### src/rtl/core/ffta_pkg.sv
// Shared types and constants for the first-fit tile allocator.
// No dependencies; used by every module of the allocator.
`default_nettype none

package ffta_pkg;

  // Field widths of requests, results and grid registers
  localparam int FIELD_W = 6;
  localparam int POS_W = 5;
  localparam int IN_TDATA_W = 16;
  localparam int OUT_TDATA_W = 16;
  localparam int CFG_IDX_W = 8;

  // Default grid bounds
  localparam int DEF_MAX_COLUMNS = 32;
  localparam int DEF_MAX_ROWS = 32;

  // Grid register reset value
  localparam logic [FIELD_W-1:0] GRID_RESET = 6'd32;

  // Configuration register indexes
  localparam logic [CFG_IDX_W-1:0] REG_GRID_COLUMNS = 8'd0;
  localparam logic [CFG_IDX_W-1:0] REG_GRID_ROWS = 8'd1;

  // Sequencer states
  typedef enum logic [1:0] {
    ST_IDLE,
    ST_SCAN,
    ST_MARK,
    ST_RESULT
  } state_t;

  // Occupancy memory access request
  typedef struct packed {
    logic               rd_en;
    logic [FIELD_W-1:0] rd_row;
    logic               wr_en;
    logic [FIELD_W-1:0] wr_row;
  } mem_req_t;

  // Fit unit control
  typedef struct packed {
    logic               clear;
    logic               update;
    logic [FIELD_W-1:0] need_w;
    logic [FIELD_W-1:0] need_h;
    logic [FIELD_W-1:0] cols;
  } fit_ctl_t;

endpackage

`default_nettype wire

### src/rtl/core/ffta_occ_mem.sv
// Occupancy bitmap memory: one word per grid row, registered read.
// Per-row valid bits make never-written rows read as free. Uses ffta_pkg.
`default_nettype none

module ffta_occ_mem #(
  parameter int MAX_COLUMNS = ffta_pkg::DEF_MAX_COLUMNS,
  parameter int MAX_ROWS = ffta_pkg::DEF_MAX_ROWS
) (
  input  wire logic                   clk,
  input  wire logic                   rst,
  input  wire ffta_pkg::mem_req_t     req,
  input  wire logic [MAX_COLUMNS-1:0] wr_data,
  output logic      [MAX_COLUMNS-1:0] rd_data
);

  localparam int AW = (MAX_ROWS > 1) ? $clog2(MAX_ROWS) : 1;

  logic [MAX_COLUMNS-1:0] mem [0:MAX_ROWS-1];
  logic [MAX_ROWS-1:0]    row_valid;

  // Row valid bits, cleared at reset
  always_ff @(posedge clk) begin
    if (rst) begin
      row_valid <= '0;
    end else if (req.wr_en) begin
      row_valid[req.wr_row[AW-1:0]] <= 1'b1;
    end
  end

  // Storage write and registered read
  always_ff @(posedge clk) begin
    if (req.wr_en) begin
      mem[req.wr_row[AW-1:0]] <= wr_data;
    end
    if (req.rd_en) begin
      rd_data <= row_valid[req.rd_row[AW-1:0]] ? mem[req.rd_row[AW-1:0]] : '0;
    end
  end

endmodule

`default_nettype wire

### src/rtl/core/ffta_fit_unit.sv
// Fit unit: per-column free-run counters and a run finder over one row.
// Reports the leftmost column with a free rectangle ending at the last row fed.
// Uses ffta_pkg.
`default_nettype none

module ffta_fit_unit #(
  parameter int MAX_COLUMNS = ffta_pkg::DEF_MAX_COLUMNS
) (
  input  wire logic                           clk,
  input  wire ffta_pkg::fit_ctl_t             ctl,
  input  wire logic [MAX_COLUMNS-1:0]         row_word,
  output logic                                hit,
  output logic      [ffta_pkg::FIELD_W-1:0]   hit_col
);

  localparam int FW = ffta_pkg::FIELD_W;

  logic [FW-1:0]          vrun [0:MAX_COLUMNS-1];
  logic [MAX_COLUMNS-1:0] free_cols;
  logic [MAX_COLUMNS-1:0] runs [0:FW-1];
  logic [MAX_COLUMNS-1:0] fit_cols;

  // Count of consecutive free rows per column, saturating
  always_ff @(posedge clk) begin
    for (int c = 0; c < MAX_COLUMNS; c++) begin
      if (ctl.clear) begin
        vrun[c] <= '0;
      end else if (ctl.update) begin
        if (row_word[c]) begin
          vrun[c] <= '0;
        end else if (vrun[c] != {FW{1'b1}}) begin
          vrun[c] <= vrun[c] + 1'b1;
        end
      end
    end
  end

  // Columns free over the last need_h rows and inside the grid
  always_comb begin
    for (int c = 0; c < MAX_COLUMNS; c++) begin
      free_cols[c] = (vrun[c] >= ctl.need_h) && (7'(c) < {1'b0, ctl.cols});
    end
  end

  // Horizontal runs of need_w free columns by power-of-two doubling
  always_comb begin
    logic [FW:0] off;
    off = '0;
    runs[0] = free_cols;
    for (int j = 1; j < FW; j++) begin
      runs[j] = runs[j-1] & (runs[j-1] >> (1 << (j - 1)));
    end
    fit_cols = '1;
    for (int j = 0; j < FW; j++) begin
      if (ctl.need_w[j]) begin
        fit_cols = fit_cols & (runs[j] >> off);
        off = off + 7'(1 << j);
      end
    end
  end

  // Leftmost fitting column
  always_comb begin
    hit_col = '0;
    for (int c = MAX_COLUMNS - 1; c >= 0; c--) begin
      if (fit_cols[c]) begin
        hit_col = FW'(c);
      end
    end
    hit = |fit_cols;
  end

endmodule

`default_nettype wire

### src/rtl/core/first_fit_tile_allocator.sv
// A zero-size tile or a grid with no rows is answered without a scan. Otherwise the scan
// reads one memory row per cycle from row 0 until a fit is found or the last row is checked;
// a placed tile then has its rows marked in the occupancy memory before the result is loaded.
// One request at a time: s_tready is high only while idle, after the last result is loaded;
// a pending result may wait on m_tready. Reset frees all cells and sets both grid sizes to 32.
// Depends on ffta_pkg, ffta_occ_mem and ffta_fit_unit.
`default_nettype none

module first_fit_tile_allocator #(
  parameter int MAX_COLUMNS = ffta_pkg::DEF_MAX_COLUMNS,
  parameter int MAX_ROWS = ffta_pkg::DEF_MAX_ROWS
) (
  input  wire logic                              clk,
  input  wire logic                              rst,
  // tile_width [5:0], tile_height [11:6], zero pad
  input  wire logic                              s_tvalid,
  output logic                                   s_tready,
  input  wire logic [ffta_pkg::IN_TDATA_W-1:0]   s_tdata,
  // placed [0], anchor_column [5:1], anchor_row [10:6], zero pad
  output logic                                   m_tvalid,
  input  wire logic                              m_tready,
  output logic      [ffta_pkg::OUT_TDATA_W-1:0]  m_tdata,
  // grid register writes
  input  wire logic                              cfg_valid,
  output logic                                   cfg_ready,
  input  wire logic [ffta_pkg::CFG_IDX_W-1:0]    cfg_index,
  input  wire logic [ffta_pkg::FIELD_W-1:0]      cfg_data
);

  localparam int FW = ffta_pkg::FIELD_W;
  localparam int PW = ffta_pkg::POS_W;

  ffta_pkg::state_t state, state_next;

  logic [FW-1:0] grid_columns, grid_rows;
  logic [FW-1:0] cols_now, rows_now;
  logic [FW-1:0] req_w, req_h;
  logic          s_accept, imm, imm_placed;

  logic [FW-1:0] tw, th, cols_eff, rows_eff;
  logic [FW-1:0] rd_row, row_d1, ev_row;
  logic          scan_d1, ev_valid, scan_rd;
  logic [FW-1:0] mk_row, mk_left, mk_wrow;
  logic          mk_pend;
  logic [MAX_COLUMNS-1:0] mask;
  logic          res_placed;
  logic [FW-1:0] res_col, res_row;
  logic          out_load, hit, scan_hit, scan_miss;
  logic [FW-1:0] hit_col, hit_row;

  ffta_pkg::mem_req_t     mem_req;
  ffta_pkg::fit_ctl_t     fit_ctl;
  logic [MAX_COLUMNS-1:0] rd_data, wr_data;

  assign cfg_ready = 1'b1;
  assign req_w = s_tdata[FW-1:0];
  assign req_h = s_tdata[2*FW-1:FW];
  assign s_accept = s_tvalid && s_tready;

  // Grid sizes clamped to the storage bounds
  assign cols_now = (7'(grid_columns) > 7'(MAX_COLUMNS)) ? FW'(MAX_COLUMNS) : grid_columns;
  assign rows_now = (7'(grid_rows) > 7'(MAX_ROWS)) ? FW'(MAX_ROWS) : grid_rows;

  // Requests answered without a scan: empty tile or a grid with no rows
  assign imm = (req_w == '0) || (req_h == '0) || (rows_now == '0);
  assign imm_placed = ((req_w == '0) || (req_h == '0)) && (rows_now != '0) &&
                      (cols_now != '0) && (req_w <= cols_now) && (req_h <= rows_now);

  assign scan_hit = (state == ffta_pkg::ST_SCAN) && ev_valid && hit;
  assign scan_miss = (state == ffta_pkg::ST_SCAN) && ev_valid && !hit &&
                     (ev_row == rows_eff - 1'b1);
  assign hit_row = ev_row + 1'b1 - th;
  assign out_load = (state == ffta_pkg::ST_RESULT) && (!m_tvalid || m_tready);
  assign scan_rd = (state == ffta_pkg::ST_SCAN) && (rd_row < rows_eff);

  // Next state
  always_comb begin
    state_next = state;
    unique case (state)
      ffta_pkg::ST_IDLE: begin
        if (s_accept) begin
          state_next = imm ? ffta_pkg::ST_RESULT : ffta_pkg::ST_SCAN;
        end
      end
      ffta_pkg::ST_SCAN: begin
        if (scan_hit) begin
          state_next = ffta_pkg::ST_MARK;
        end else if (scan_miss) begin
          state_next = ffta_pkg::ST_RESULT;
        end
      end
      ffta_pkg::ST_MARK: begin
        if (mk_left == '0 && !mk_pend) begin
          state_next = ffta_pkg::ST_RESULT;
        end
      end
      ffta_pkg::ST_RESULT: begin
        if (out_load) begin
          state_next = ffta_pkg::ST_IDLE;
        end
      end
      default: state_next = ffta_pkg::ST_IDLE;
    endcase
  end

  // Sequencer outputs: handshake, memory port, fit unit control
  always_comb begin
    s_tready = (state == ffta_pkg::ST_IDLE);
    mem_req.rd_en = 1'b0;
    mem_req.rd_row = rd_row;
    mem_req.wr_en = 1'b0;
    mem_req.wr_row = mk_wrow;
    unique case (state)
      ffta_pkg::ST_SCAN: begin
        mem_req.rd_en = scan_rd;
      end
      ffta_pkg::ST_MARK: begin
        mem_req.rd_en = (mk_left != '0);
        mem_req.rd_row = mk_row;
        mem_req.wr_en = mk_pend;
      end
      default: begin
      end
    endcase
    wr_data = rd_data | mask;
    fit_ctl.clear = s_accept;
    fit_ctl.update = (state == ffta_pkg::ST_SCAN) && scan_d1;
    fit_ctl.need_w = tw;
    fit_ctl.need_h = th;
    fit_ctl.cols = cols_eff;
  end

  // State and control registers
  always_ff @(posedge clk) begin
    if (rst) begin
      state <= ffta_pkg::ST_IDLE;
      grid_columns <= ffta_pkg::GRID_RESET;
      grid_rows <= ffta_pkg::GRID_RESET;
      scan_d1 <= 1'b0;
      ev_valid <= 1'b0;
      mk_pend <= 1'b0;
      m_tvalid <= 1'b0;
    end else begin
      state <= state_next;
      if (cfg_valid && cfg_ready) begin
        if (cfg_index == ffta_pkg::REG_GRID_COLUMNS) begin
          grid_columns <= cfg_data;
        end else if (cfg_index == ffta_pkg::REG_GRID_ROWS) begin
          grid_rows <= cfg_data;
        end
      end
      if (s_accept) begin
        scan_d1 <= 1'b0;
        ev_valid <= 1'b0;
      end else begin
        scan_d1 <= scan_rd;
        ev_valid <= scan_d1 && (state == ffta_pkg::ST_SCAN);
      end
      mk_pend <= (state == ffta_pkg::ST_MARK) && (mk_left != '0);
      if (out_load) begin
        m_tvalid <= 1'b1;
      end else if (m_tready) begin
        m_tvalid <= 1'b0;
      end
    end
  end

  // Datapath registers
  always_ff @(posedge clk) begin
    if (s_accept) begin
      tw <= req_w;
      th <= req_h;
      cols_eff <= cols_now;
      rows_eff <= rows_now;
      rd_row <= '0;
      res_placed <= imm_placed;
      res_col <= '0;
      res_row <= '0;
      mk_left <= '0;
    end
    if (scan_rd) begin
      rd_row <= rd_row + 1'b1;
    end
    row_d1 <= rd_row;
    ev_row <= row_d1;
    // Found: remember anchor and the row mask to mark
    if (scan_hit) begin
      res_placed <= 1'b1;
      res_col <= hit_col;
      res_row <= hit_row;
      mask <= (~({MAX_COLUMNS{1'b1}} << tw)) << hit_col;
      mk_row <= hit_row;
      mk_left <= th;
    end else if (scan_miss) begin
      res_placed <= 1'b0;
      res_col <= '0;
      res_row <= '0;
    end
    // Mark: read row, write it back with the mask in the next cycle
    if ((state == ffta_pkg::ST_MARK) && (mk_left != '0)) begin
      mk_row <= mk_row + 1'b1;
      mk_left <= mk_left - 1'b1;
    end
    mk_wrow <= mk_row;
    if (out_load) begin
      m_tdata <= {(ffta_pkg::OUT_TDATA_W - 1 - 2 * PW)'(0), res_row[PW-1:0],
                  res_col[PW-1:0], res_placed};
    end
  end

  ffta_occ_mem #(
    .MAX_COLUMNS(MAX_COLUMNS),
    .MAX_ROWS(MAX_ROWS)
  ) u_occ_mem (
    .clk(clk),
    .rst(rst),
    .req(mem_req),
    .wr_data(wr_data),
    .rd_data(rd_data)
  );

  ffta_fit_unit #(
    .MAX_COLUMNS(MAX_COLUMNS)
  ) u_fit_unit (
    .clk(clk),
    .ctl(fit_ctl),
    .row_word(rd_data),
    .hit(hit),
    .hit_col(hit_col)
  );

endmodule

`default_nettype wire

### config.mk
export PLATFORM = sky130hd
export DESIGN_NAME = first_fit_tile_allocator
export DESIGN_NICKNAME = d
export VERILOG_FILES = /design/src/rtl/core/ffta_pkg.sv /design/src/rtl/core/ffta_occ_mem.sv /design/src/rtl/core/ffta_fit_unit.sv /design/src/rtl/core/first_fit_tile_allocator.sv
export SDC_FILE = /design/constraint.sdc
export NUM_CORES = 2
export LEC_CHECK = 0
export BUFFER_PORTS_ARGS = -buffer_cell sky130_fd_sc_hd__buf_4
export CAP_MARGIN = 10
export CELL_PAD_IN_SITES_DETAIL_PLACEMENT = 1
export CELL_PAD_IN_SITES_GLOBAL_PLACEMENT = 2
export CORE_ASPECT_RATIO = 1.4
export CORE_MARGIN = 5
export CORE_UTILIZATION = 42
export CTS_CLUSTER_DIAMETER = 60
export DETAILED_ROUTE_END_ITERATION = 6
export GPL_TIMING_DRIVEN = 0
export PLACE_DENSITY_LB_ADDON = 0.3
export SLEW_MARGIN = 20
export SYNTH_ARGS = -nofsm -noshare
export SYNTH_HDL_FRONTEND = slang
export SYNTH_SLANG_ARGS = --single-unit
### constraint.sdc
create_clock -name clk -period 6.4 [get_ports clk]
set_clock_uncertainty 0.1 [all_clocks]
set_input_delay 0.64 -clock clk [delete_from_list [all_inputs] [get_ports clk]]
set_output_delay 0.64 -clock clk [all_outputs]
set_load 0.005 [all_outputs]
**Word level (Yosys, flattened, before mapping)**

Memory sizes are Yosys's and may differ from the RTL's. A register that Yosys moved wholly into a read port is not among the register bits.
Index checks and enable logic that the tools add are counted.

- Flip-flop bits (word level): 163
- Bits in writable memories: 1216
- Input bits: 35
- Memories kept: 2

Memory list:

| name | depth | width | read ports | clocked after memory_dff | wr ports | RTL line | text |
|---|---|---|---|---|---|---|---|
| u_occ_mem.mem | 32 | 32 | 1 | 1 | 1 | ffta_occ_mem.sv:18 | `logic [MAX_COLUMNS-1:0] mem [0:MAX_ROWS-1];` |
| u_fit_unit.vrun | 32 | 6 | 32 | 0 | 32 | ffta_fit_unit.sv:18 | `logic [FW-1:0] vrun [0:MAX_COLUMNS-1];` |

- Add/sub/neg operators: 42
- Order comparisons: 72
- Equality and inequality tests: 41
- Shift operators: 7
- Mux-type cells: 427
- Bitwise logic cells: 78
- Reductions and logical operators: 74

Operators with widths:

| kind | count |
|---|---|
| $mux W6 | 73 |
| $mux W1 | 299 |
| $add A6 B1 Y6 const B | 35 |
| $ge A6 B6 Y1 | 32 |
| $mux W32 | 6 |
| $ne A6 B6 Y1 const B | 32 |
| $mux W5 | 35 |
| $and A32 B32 Y32 | 5 |
| $shr A32 B7 Y32 | 4 |
| $lt A5 B6 Y1 const A | 16 |
| $or A1 B1 Y1 | 64 |
| $or A32 B32 Y32 | 2 |
| $lt A4 B6 Y1 const A | 8 |
| $logic_and A1 B1 Y1 | 47 |
| $and A32 B16 Y32 | 1 |
| $and A32 B24 Y32 | 1 |
| $and A32 B28 Y32 | 1 |
| $and A32 B30 Y32 | 1 |
| $and A32 B31 Y32 | 1 |
| $not A32 Y32 | 1 |
| $reduce_or A32 Y1 | 1 |
| $shl A32 B6 Y32 | 1 |
| $shl A32 B6 Y32 const A | 1 |
| $shr A32 B1 Y32 | 1 |
| 40 further kinds | 73 |

**Longest topological paths before layout**

An unclocked memory read counts as a cell.

- Word-level depth: 48
- Depth in mapped cells: 23
- Gate-level depth less buffers: 19

**Hierarchy**

Synthesis repeated with hierarchy kept, for this count alone.

- Cells, all modules: 5074
- Area total of the unflattened synthesis: 68415.6 µm²

By module, submodules not included:

| module | instances | cells an instance | area an instance (µm²) |
|---|---|---|---|
| ffta_occ_mem | 1 | 2122 | 41808.8 |
| ffta_fit_unit | 1 | 2183 | 19048.3 |
| first_fit_tile_allocator | 1 | 769 | 7558.5 |

**Least setup slack after synthesis**

OpenSTA, ideal clock, no wires.

- Path type: reg2reg
- Start: register th[0]
- End: register res_col[0] (enable)
- Setup time: 306 ps
- Arrival time: 5768 ps
- Setup slack: 226 ps
- Cell stages (with the launch flop): 17
- Path buffers: 0
- Clock period less this slack: 6174 ps
- Cells stage by stage: edfxtp_1 > ha_1 > nand2b_1 > a2111oi_0 > nor3_2 > o221ai_1 > nor4_1 > nand3_1 > o22ai_1 > or3_1 > o2111a_1 > nor4_1 > nand3_1 > nor3_1 > or2_2 > clkinv_1 > or3_1

- Elaborated cells on any way between the ends: 91

RTL lines:

| element | RTL line | text |
|---|---|---|
| from (decl) | first_fit_tile_allocator.sv:40 | `logic [FW-1:0] tw, th, cols_eff, rows_eff;` |
| from (signal assigned) | first_fit_tile_allocator.sv:172 | `th <= req_h;` |
| parallel branches: the longest is 13 deep, another holds $ge A6 B6 Y1 | -- |  |
| $mux W32 (*) | ffta_fit_unit.sv:55 | `if (ctl.need_w[j]) begin` |
| $reduce_or A32 Y1 (*) | ffta_fit_unit.sv:70 | `hit = \|fit_cols;` |
| $logic_and A1 B1 Y1 (*) | first_fit_tile_allocator.sv:69 | `assign scan_hit = (state == ffta_pkg::ST_SCAN) && ev_valid && hit;` |
| named net scan_hit | first_fit_tile_allocator.sv:48 | `logic out_load, hit, scan_hit, scan_miss;` |
| $reduce_bool A3 Y1 (no source line) (*) | -- |  |
| to (signal assigned) | first_fit_tile_allocator.sv:189 | `res_col <= hit_col;` |
| to (decl) | first_fit_tile_allocator.sv:47 | `logic [FW-1:0] res_col, res_row;` |

Mark *: on every way through the listed nets, which the timed path passes.
A chain may end at the register's enable or synchronous reset.

**Worst setup path in the final report**

- Start: register th[0]
- End: register mask[29] (data pin)

- Cells in the longest elaborated chain, start to end: 47
- Elaborated cells on any way between the ends: 118

RTL lines:

| element | RTL line | text |
|---|---|---|
| parallel branches: the longest is 13 deep, another holds $ge A6 B6 Y1 | -- |  |
| $mux W32 (*) | ffta_fit_unit.sv:55 |  |
| $mux W5 (31 in a row) | ffta_fit_unit.sv:66 | `if (fit_cols[c]) begin` |
| $mux W5 (*) | ffta_fit_unit.sv:66 |  |
| $shl A32 B6 Y32 (*) | first_fit_tile_allocator.sv:191 | `mask <= (~({MAX_COLUMNS{1'b1}} << tw)) << hit_col;` |
| to (signal assigned) | first_fit_tile_allocator.sv:191 |  |
| to (decl) | first_fit_tile_allocator.sv:45 | `logic [MAX_COLUMNS-1:0] mask;` |

Mark *: on every way between the ends.

==> results.txt <==
The worst setup path is captured at a flop. For this run, the number of standard cells in the final layout without fillers is 7458. The accumulated negative setup slack is 0 ns. Port buffering added 42 buffers. The worst setup path is launched from a flop.

The worst-margin pin slew came out at around 1.1 ns. The biggest fanout along the worst timing path came out at 10. The number of buffers and inverters on the critical path is 7. The remaining max-slew budget at the tightest pin came out at roughly 25%. The insertion delay to the later sink of the worst-skew pair came out at ~0.8 ns. The primary flip-flop cell chosen by synthesis mapping is edfxtp_1. The path with the worst hold slack has its endpoint at m_tvalid.

The path class of the lowest-slack min-delay path is in2reg. The global routing usage summed across all routing layers is between 20% and 30%. The number of cells after detailed placement came out at 7105. The data arrival time at the worst-slack endpoint is 6.88 ns. The total via count in the routed design is approximately 45000. The capture instance of the worst register-to-register path is mask[29]. The core footprint came out at between 150000 and 200000 um2. The total detailed-routing wirelength came out at 218000 um. The maximum resistive drop on vdd is between 300 and 400 uV. The worst path required time came out at between 6 and 7 ns. The via count of the first global-routing pass came out at around 48000. The mean instance size in the synthesized netlist is between 10 and 15 um2. In the final routed layout, each cell accounts on average for ~30 um.

The post-synthesis async set-or-reset flop share came out at 0%. For this run, the register share of the synthesized area comes to about 62%. The utilization of the core after routing is 49.5%.

The number of hold violations in the final report came out at 0. The worst path needs roughly 6.4 ns of the cycle, external delays included. The worst hold slack after final layout is approximately 0.10 ns.

The number of DRC markers in iteration 0 came out at 3376. Setup violations remaining at the end of the flow were counted as 0. The clock drives 1410 sinks. The largest net degree at the start of global routing is between 40 and 50. The slack of the worst reg-to-reg path is ~0.026 ns. The width of the die came out at 348 um. The max-capacitance violation count came out at 0. The launch point of the worst reg-to-reg path is th[0]. The count of unique library cells instantiated by Yosys came out at about 110. TritonCTS created about 150 clock buffers.

The top cell types in the final layout, fill and taps aside, are edfxtp_1 (1342), nand2_1 (511), nor2_1 (450), mux4_2 (267), ha_1 (256). The number of design rule violations left after detail routing came out at 0. The upper clock frequency limit is 157 MHz. The overall die area came out at between 150000 and 200000 um2. Synthesis inferred ~1400 register bits. The setup slack after layout is 0.0261 ns. The type of the worst setup path is reg2reg. The post-route netlist has between 10% and 20% of its cells at a drive strength greater than 1. The length in cells of the worst reg-to-reg path came out at 25. The clock tree synthesis step divided the H-tree into 4 levels. The worst-case clock buffer depth came out at 3. TritonCTS built the clock tree. The HPWL reported at the end of detailed placement came out at 158000 um. The most frequent standard cell in the layout excluding fill and tap cells is edfxtp_1. The remaining antenna violation count came out at 0.

The global-route wire length before repair is 321000 um. The synthesis-to-finish area growth came out at 17.1%. On the worst path, the slowest cell contributes a delay of approximately 0.46 ns. The startpoint of the worst hold path is m_tready. The first detailed-routing pass took 7 iterations.

The number of max-slew violations in the final report is 0. The net count of the finished layout is 5534. The worst setup slack after placement is -2.02 ns. The aggregate global routing overflow came out at 0. The count of warnings emitted by yosys came out at 0. The period utilization is between 90 and 100%.

The slowest stage of the critical path belongs to the cell o21ai_0. The via density per instance is about 6.0. Summing every instance area after synthesis gives between 60000 and 70000 um2.

The power density normalized to cell area came out at 441 nW/um2. Clock-pin slew was measured on the worst setup and hold paths at 0.06 ns. The initial antenna violation count came to 7.

The run finished with clean final reports. The starting density of the core came out at ~42%. After technology mapping, the gate count stands at approximately 5000. The analysis attributes to cell leakage a power of about 26 nW. Grouping stages by cell kind, the critical path spends the most delay in compound AO/OA/AOI/OAI gates. The I/O pin count is 54. In this design, the critical path's most frequently occurring cell is buf_4. In this run the clock root is driven by a clkbuf_16. The number of stages on the worst hold path is 4.

The synthesized design contains ~1300 enable-type register cells. The vertical extent of the die is 483 um. The row count came out at between 150 and 200. In this run the worst setup path begins at th[0]. The placer's final routability congestion estimate came out at about 1.0.
## tightest hold or removal path, cell delays in order
cell,delay [ns]
buf_4,0.08
nor2b_1,0.07
nor2_1,0.11
nor2_1,0.05
## synthesized netlist by cell type, drive strengths merged, types with 9 or more instances
cell	number	area, um2
a2111oi	16	153
a211o	12	105
a211oi	31	248
a21o	34	255
a21oi	124	628
a221o	11	111
a221oi	24	223
a22oi	17	133
a311oi	36	315
a31oi	60	388
and2	16	100
and3	93	582
buf	87	428
clkbuf	148	556
dfxtp	68	1360
edfxtp	1342	40300
ha	257	3220
inv	82	308
mux2i	33	330
mux4	267	6010
nand2	516	1940
nand2b	41	257
nand3	242	1220
nand4	27	175
nor2	493	1860
nor2b	16	100
nor3	111	566
nor4	48	362
o2111ai	17	149
o211ai	29	218
o21a	19	143
o21ai	168	845
o221ai	12	105
o22ai	15	93.8
o31ai	17	141
o32ai	18	199
or2	64	400
or4	9	67.6
xnor2	89	780
xor2	62	543
## kinds of logic after synthesis
group / synth area share, %
AO/OA/AOI/OAI: 7.80
XOR/XNOR: 1.97
adder cells (fa/ha/maj): 4.83
buffers and inverters: 1.95
flip-flops: 62.1
multiplexers: 9.56
other: 0.0112
AND/OR/NAND/NOR: 11.7
## per-layer routing
layer  vias up  wire [um]  GRT usage [%]
met5         -         20              0
met4         4      12200           13.4
met1     23300      80900           29.0
met3       588       9630           3.32
met2      1448     115000           47.3
li1      19800          -              -
## report_power, final
part,switching [mW],internal [mW]
clock,3.71,4.77
combinational,9.05,5.25
sequential,0.681,11.1
## what timing repair did
action	4_1_cts	5_1_grt
setup endpoints to repair	104	50
pin swaps	36	41
gates cloned	2	3
hold endpoints to repair	23	0
hold buffers	18	0
resized for setup	188	119
buffers inserted	38	28
## how the worst max path moves through the flow
| stage | end | slack, ns | cells past startpoint |
|---|---|---|---|
| finish | mask[29] | 0.03 | 25 |
| global route | mask[27] | -0.08 | 27 |
| CTS | mask[21] | -0.02 | 22 |
| detailed placement | res_col[1] | -2.02 | 20 |
| global placement | res_col[0] | -4.11 | 17 |
| floorplan | res_col[0] | 0.23 | 16 |
## flip-flops by register name, indices dropped and copies added, names as in the netlist, 11 cells and up
name                 count
u_fit_unit.vrun        192
mask                    32
m_tdata                 11
u_occ_mem.rd_data       32
u_occ_mem.row_valid     32
u_occ_mem.mem         1024
## stage by stage
| stage | power, mW | cell area [um2] |
|---|---|---|
| finish | 34.6 | 78500 |
| global route | 36.2 | 78500 |
| CTS | 34.3 | 77700 |
| detailed placement | 25.0 | 71600 |
| global placement | 24.7 | 70000 |
| floorplan | 20.1 | 67100 |
## cell type report
cell class | count | area, um2
antenna | 3 | 7.51
buffer | 233 | 1090
clock buffer | 182 | 3880
clock inverter | 81 | 845
fill | 15700 | 80100
inverter | 87 | 405
multi-input combinational | 3172 | 25500
sequential | 1410 | 41700
tap | 2100 | 2630
timing repair buffer | 190 | 2460
(Power assumes the default switching activity.)
